[src/rtl/core/raycaster_sprite_projection_assert.svh]
// Assertion macros shared by the RTL.
`ifndef RAYCASTER_SPRITE_PROJECTION_ASSERT_SVH
`define RAYCASTER_SPRITE_PROJECTION_ASSERT_SVH

`ifndef SYNTHESIS
`define RSP_ASSERT(label, prop) \
    label: assert property (@(posedge aclk) disable iff (!aresetn) prop) \
        else $error("rsp assertion failed");
`define RSP_ASSERT_ALWAYS(label, prop) \
    label: assert property (@(posedge aclk) prop) \
        else $error("rsp assertion failed");
`else
`define RSP_ASSERT(label, prop)
`define RSP_ASSERT_ALWAYS(label, prop)
`endif

`endif

[src/rtl/core/rsp_pkg.sv]
package rsp_pkg;

    localparam int RSP_SCREEN_WIDTH   = 1024;
    localparam int RSP_SCREEN_HEIGHT  = 768;
    localparam int RSP_VERT_DIVISOR   = 1;
    localparam int RSP_HORIZ_DIVISOR  = 1;

    localparam int POS_W   = 32;
    localparam int SX_W    = 33;
    localparam int VEC_W   = 16;
    localparam int PROD_W  = 49;
    localparam int NX_W    = 50;
    localparam int NMAG_W  = 49;
    localparam int DIR_FRAC = 14;
    localparam int DIV1_NW = NMAG_W + DIR_FRAC;
    localparam int DET_W   = 33;
    localparam int DMAG_W  = 32;
    localparam int TX_QW   = 48;
    localparam int A_W     = 50;
    localparam int SCR_QW  = 15;
    localparam int DEPTH_W = 32;
    localparam int DEPTH_MAG_W = 31;
    localparam int TAG_W   = 8;
    localparam int RECT_W  = 18;
    localparam int IN_W    = 72;
    localparam int OUT_W   = 168;

    typedef enum logic [2:0] {
        REG_CAMERA_X   = 3'd0,
        REG_CAMERA_Y   = 3'd1,
        REG_DIR_X      = 3'd2,
        REG_DIR_Y      = 3'd3,
        REG_PLANE_X    = 3'd4,
        REG_PLANE_Y    = 3'd5,
        REG_VERT_OFFSET = 3'd6
    } rsp_reg_t;

    typedef struct packed {
        logic ovf;
        logic neg;
    } rsp_div_flag_t;

endpackage

[src/rtl/core/rsp_div.sv]
module rsp_div
    import rsp_pkg::*;
#(
    parameter int NW = 32,
    parameter int DW = 32,
    parameter int QW = 16
) (
    input  logic          aclk,
    input  logic          en,
    input  logic [NW-1:0] num_mag,
    input  logic [DW-1:0] den_mag,
    input  logic          neg_in,
    output logic [QW-1:0] quo_mag,
    output rsp_div_flag_t flag
);
    localparam int CW = ((NW > DW + QW) ? NW : DW + QW) + 1;

    logic [NW-1:0]  rem_reg  [QW];
    logic [DW-1:0]  den_reg  [QW];
    logic [QW-1:0]  quo_reg  [QW+1];
    rsp_div_flag_t  flag_reg [QW+1];

    // overflow: quotient does not fit in QW bits
    always_ff @(posedge aclk) begin
        if (en) begin
            rem_reg[0]      <= num_mag;
            den_reg[0]      <= den_mag;
            quo_reg[0]      <= '0;
            flag_reg[0].ovf <= CW'(num_mag) >= (CW'(den_mag) << QW);
            flag_reg[0].neg <= neg_in;
        end
    end

    for (genvar k = 1; k <= QW; k++) begin : g_step
        logic [CW-1:0] trial;
        logic          take;

        assign trial = CW'(den_reg[k-1]) << (QW - k);
        assign take  = CW'(rem_reg[k-1]) >= trial;

        always_ff @(posedge aclk) begin
            if (en) begin
                quo_reg[k]  <= take ? (quo_reg[k-1] | (QW'(1) << (QW - k))) : quo_reg[k-1];
                flag_reg[k] <= flag_reg[k-1];
            end
        end

        if (k < QW) begin : g_carry
            logic [CW-1:0] rem_next;
            assign rem_next = CW'(rem_reg[k-1]) - trial;
            always_ff @(posedge aclk) begin
                if (en) begin
                    rem_reg[k] <= take ? rem_next[NW-1:0] : rem_reg[k-1];
                    den_reg[k] <= den_reg[k-1];
                end
            end
        end
    end

    assign quo_mag = quo_reg[QW];
    assign flag    = flag_reg[QW];

endmodule

[config.mk]
export PLATFORM = sky130hd
export DESIGN_NAME = rsp_div
export DESIGN_NICKNAME = d
export VERILOG_FILES = /design/src/rtl/core/raycaster_sprite_projection_assert.svh /design/src/rtl/core/rsp_pkg.sv /design/src/rtl/core/rsp_div.sv
export SDC_FILE = /design/constraint.sdc
export NUM_CORES = 2
export LEC_CHECK = 0
export BUFFER_PORTS_ARGS = -buffer_cell sky130_fd_sc_hd__buf_2
export CAP_MARGIN = 10
export CORE_MARGIN = 1.5
export CORE_UTILIZATION = 40
export CTS_CLUSTER_SIZE = 16
export DETAILED_ROUTE_END_ITERATION = 12
export GPL_ROUTABILITY_DRIVEN = 0
export GPL_TIMING_DRIVEN = 0
export REMOVE_ABC_BUFFERS = 1
export SKIP_CTS_REPAIR_TIMING = 1
export SLEW_MARGIN = 20
export SYNTH_ARGS = -nofsm -noshare
export SYNTH_HDL_FRONTEND = slang
export SYNTH_SLANG_ARGS = --single-unit
export TNS_END_PERCENT = 10
[constraint.sdc]
create_clock -name aclk -period 3.7 [get_ports aclk]
set_clock_uncertainty 0.15 [all_clocks]
set_input_delay 0.555 -clock aclk [delete_from_list [all_inputs] [get_ports aclk]]
set_output_delay 0.555 -clock aclk [all_outputs]
set_load 0.1 [all_outputs]
* Yosys cells after proc, flatten, opt, wreduce, memory -nomap -nowiden
Memories as Yosys holds them, arrays and structs flattened.
Index checks and enable logic that the tools add are counted.
** Storage, ports and cells
- Bits in registers :: 0
- Latch bits :: 0
- Memory bits (writable) :: 1330
- Memory bits (read-only) :: 0
- Output and inout bits :: 18
- Memories kept :: 4
** Memory list
- den_reg :: words 16, width 32, rd ports 16, clocked after memory_dff 0, write ports 16, RTL line rsp_div.sv:19 : logic [DW-1:0] den_reg [QW];
- rem_reg :: words 16, width 32, rd ports 16, clocked after memory_dff 0, write ports 16, RTL line rsp_div.sv:18 : logic [NW-1:0] rem_reg [QW];
- quo_reg :: words 17, width 16, rd ports 17, clocked after memory_dff 0, write ports 17, RTL line rsp_div.sv:20 : logic [QW-1:0] quo_reg [QW+1];
- flag_reg :: words 17, width 2, rd ports 17, clocked after memory_dff 0, write ports 17, RTL line rsp_div.sv:21 : rsp_div_flag_t flag_reg [QW+1];
** Operators by class
- $add $sub $neg :: 15
- $mul :: 0
- Div/mod/pow operators :: 0
- $lt $le $gt $ge :: 17
- Eq/ne operators :: 0
- Shifts and indexed selects :: 0
- Muxes and demuxes :: 33
- Bitwise gates (word level) :: 0
- Reductions and logical operators :: 0
** Operators with widths (number)
- $mux 32 :: 15
- $sub 32x32->32 :: 15
- $ge 32x48->1 :: 1
- $ge 32x47->1 :: 1
- $ge 32x46->1 :: 1
- $ge 32x45->1 :: 1
- $ge 32x44->1 :: 1
- $ge 32x43->1 :: 1
- $ge 32x42->1 :: 1
- $ge 32x41->1 :: 1
- $ge 32x40->1 :: 1
- $ge 32x39->1 :: 1
- $ge 32x38->1 :: 1
- $ge 32x37->1 :: 1
- $ge 32x36->1 :: 1
- $ge 32x35->1 :: 1
- $ge 32x34->1 :: 1
- $ge 32x33->1 :: 1
- $ge 32x32->1 :: 1
- $mux 16 :: 1
- $mux 15 :: 1
- $mux 14 :: 1
- $mux 13 :: 1
- $mux 12 :: 1
- other kinds (11) :: 13

* Logic depth before layout (Yosys ltp)
An unclocked memory read counts as a cell.
- Depth in word-level cells :: 3
- Mapped depth :: 16
- Mapped depth without buffers :: 14

* Worst setup path after synthesis
OpenSTA, ideal clock, no wires.
- Path kind :: flip-flop to flip-flop
- Start point :: memory rem_reg[10][5]
- End point :: memory rem_reg[11][13], data pin
- Data arrival time :: 3.240 ns
- Slack :: 0.049 ns
- Cell stages (with the launch flop) :: 17
- Path through :: edfxtp_1 -> inv_1 -> ha_1 -> inv_1 -> fa_1 -> a211oi_2 -> o211ai_1 -> a221oi_2 -> nor3_2 -> o31ai_2 -> a21boi_1 -> o21a_1 -> nor2_2 -> a21o_1 -> buf_6 -> buf_12 -> mux2_4
** RTL lines (RTL line)
- from (decl) :: rsp_div.sv:18

==> impl_metrics.toml <==
[setup_path]
path_max_fanout = 6
r2r_setup_slack_ns = -0.30
critPathSlowestCell = "a2111oi_4"
arrival_ns = 4.34
cpPeakStageDelay_ns = 0.44
critPathCaptureType = "register"
startpoint_type = "register"
worstPathRequired_ns = 4.04
reg2reg_to = "rem_reg[7][14]"
r2r_start = "rem_reg[6][9]"
rr_worst_depth = 15
path_common_cell = "inv_2"
crit_type = "register to register"
path_cells = "inv_2 -> ha_4 -> inv_2 -> fa_2 -> a211oi_4 -> o21ai_2 -> a2111oi_4 -> nor2_2 -> a211oi_2 -> nor3_4 -> a41o_4 -> nand3_4 -> a21oi_4 -> clkbuf_16 -> mux2_4"

[power_and_ir_drop]
peakVddDrop_mv = 0.514
total_leakage_power_nw = 28.0
p_total_mw = 34.0
p_per_area_mw_per_mm2 = 483

[die]
fp.dieW_um = 392
fp-row-count = 142
die_h_um = 392
dieArea_mm2 = 0.154
start_util_pct = 40.3
core_area_mm2 = 0.150
num_io_pins = 85

[synthesis]
ys_ff_latch = 1194
synth_top_area_share_pct = 59.3
synth_area_per_cell_um2 = 13.0
synth-main-ff-cell = "edfxtp_1"
yosysMostFrequentCell = "edfxtp_1"
synth_cells = 4659
synth-compound-area-share_pct = 10.9
ys_top_cells_by_count = "edfxtp_1 (1,194), inv_1 (515), ha_1 (408)"
yosysSeqAreaShare_pct = 59.3
synthArstFlopShare_pct = 0
ys_types = 109
synth_edf_count = 1194
syn_area_mm2 = 0.0605
synth_mux_area_share_pct = 5.37
synth_top_cell_by_area = "edfxtp_1"
synthAdderAreaFrac_pct = 8.93
synthXorXnorAreaFrac_pct = 4.26
yosysWarnings = 0
synth-simple-area-share_pct = 7.41
synth_top_family_by_area = "compound AO/OA/AOI/OAI gates"
yosys-top-cells-area = "edfxtp_1 (59%), ha_1 (8.4%), mux2_2 (4.0%)"

[hold_path]
hold_path.class = "primary input to register"
whs_endpoint = "flag_reg[0][3]"
min_path_cells = 1
worst_hold_startpoint = "en"

[timing]
worst_hold_slack_ns = 0.190
fin_ws_ns = -0.297
fin_tns_setup_ns = -21.31
final-setup-viol-count = 134
slew_headroom_pct = 11.6
rsz0062_at_grt = "yes"
slew_viol_final = 0
final.min_clock_period_ns = 4.00
hold_violations = 0
fmax_mhz = 250
fin_crit_sh_pct = 108
tightest_slew_ns = 1.32

[global_routing]
grt_pass1_vias = 35900
grt_overflow_total = 0
antenna_found_initial = 0
grt_max_degree = 159
grt_pass1_wl_um = 175000
grt_use_total_pct = 14.1

[routing]
post_drt_wl_per_cell_um = 16.1
drc = 0
viasPerCell = 5.09
drt-initial-drc-count = 1380
drt_wl_total_um = 115000
dr_wl_met2_um = 61600
drt-met1-wl_um = 42300
vias = 36100
wl_met3_um = 3290
antenna_left = 0
firstDrtPassIters = 5
routed.top_layer = "met4"

[finish]
area_growth_pct = 16.1
fin_cells = 7096
fillers = 13200
finalNetCount = 5474
drive_gt1_share_pct = 15.8
diodes = 0
fin_area_mm2 = 0.0703
finish.utilization_pct = 46.9

[clock_tree]
clock_sinks = 1194
cts_root_buffer = "clkbuf_16"
cts_tree = "yes"
clk_pin_slew_ns = 0.06
worstSkewPairLatency_ns = 0.75
cts-htree-levels = 4
cts_buffers = 134
clock_path_buffers = 3

[run_status]
violations = "setup timing"
outcome = "complete, but fails checks"

[placed_design]
portBuffers = 84
place_ws_ns = -1.33
dp_cells = 6708
dp_hpwl_um = 80200
place_area_mm2 = 0.0635

[run]
cap_violations = 0
-- layer usage --
| metal | track usage (%) | up-vias |
|---|---|---|
| met5 | 0 | - |
| met4 | 9.27 | 0 |
| met3 | 2.48 | 323 |
| met2 | 26.8 | 626 |
| met1 | 13.9 | 17100 |
| li1 | - | 18000 |
-- worst max path at each step --
stage / startpoint / end / cells after the start
CTS: den_reg[0][192] / rem_reg[7][15] / 13
global route: rem_reg[10][5] / rem_reg[11][25] / 15
floorplan: rem_reg[12][3] / rem_reg[13][10] / 14
finish: rem_reg[6][9] / rem_reg[7][14] / 15
detailed placement: den_reg[0][192] / rem_reg[7][21] / 13
global placement: en / den_reg[1][230] / 1
-- final cells by class --
class,count,area [um2],share of cell area (%)
Clock buffer,156,3480,4.95
Clock inverter,76,729,1.04
Inverter,515,1940,2.76
Multi-Input combinational cell,2881,23300,33.2
Sequential cell,1194,35900,51.0
Tap cell,2016,2520,3.59
Timing Repair Buffer,257,2430,3.46
Timing Repair inverter,1,7.51,0.0107
-- critical path, delay by kind of cell (launching register included) --
| kind | cells | cell delay [ns] |
|---|---|---|
| AO/OA/AOI/OAI | 6 | 1.64 |
| adder cells (fa/ha/maj) | 2 | 0.56 |
| buffers and inverters | 3 | 0.39 |
| flip-flops | 1 | 0.38 |
| multiplexers | 1 | 0.29 |
| AND/OR/NAND/NOR | 3 | 0.33 |
-- layout by cell type, fill, tap and decap left out, types with 143 or more instances in the layout --
cell          n
inv_1       505
a21o_1      144
xnor2_1     205
nor2_1      158
ha_1        398
a21oi_1     288
edfxtp_1   1194
clkbuf_16   143
o21ai_0     211
nand2_1     235
mux2_2      166
-- power by group --
part	internal (mW)	switching, mW	total (mW)
clock network	7.55	5.19	12.7
registers	15.9	0.408	16.3
logic	2.16	2.77	4.93
-- kinds of logic (layout without fill, tap and decap cells) --
logic type / after synthesis / after routing
flops: 1194 / 1194
compound gates: 1018 / 1022
simple gates: 862 / 862
buf+inv: 588 / 1005
fa+ha+maj: 423 / 423
xor+xnor: 294 / 294
mux: 280 / 280
No activity file was read; power rests on OpenSTA's default activity.
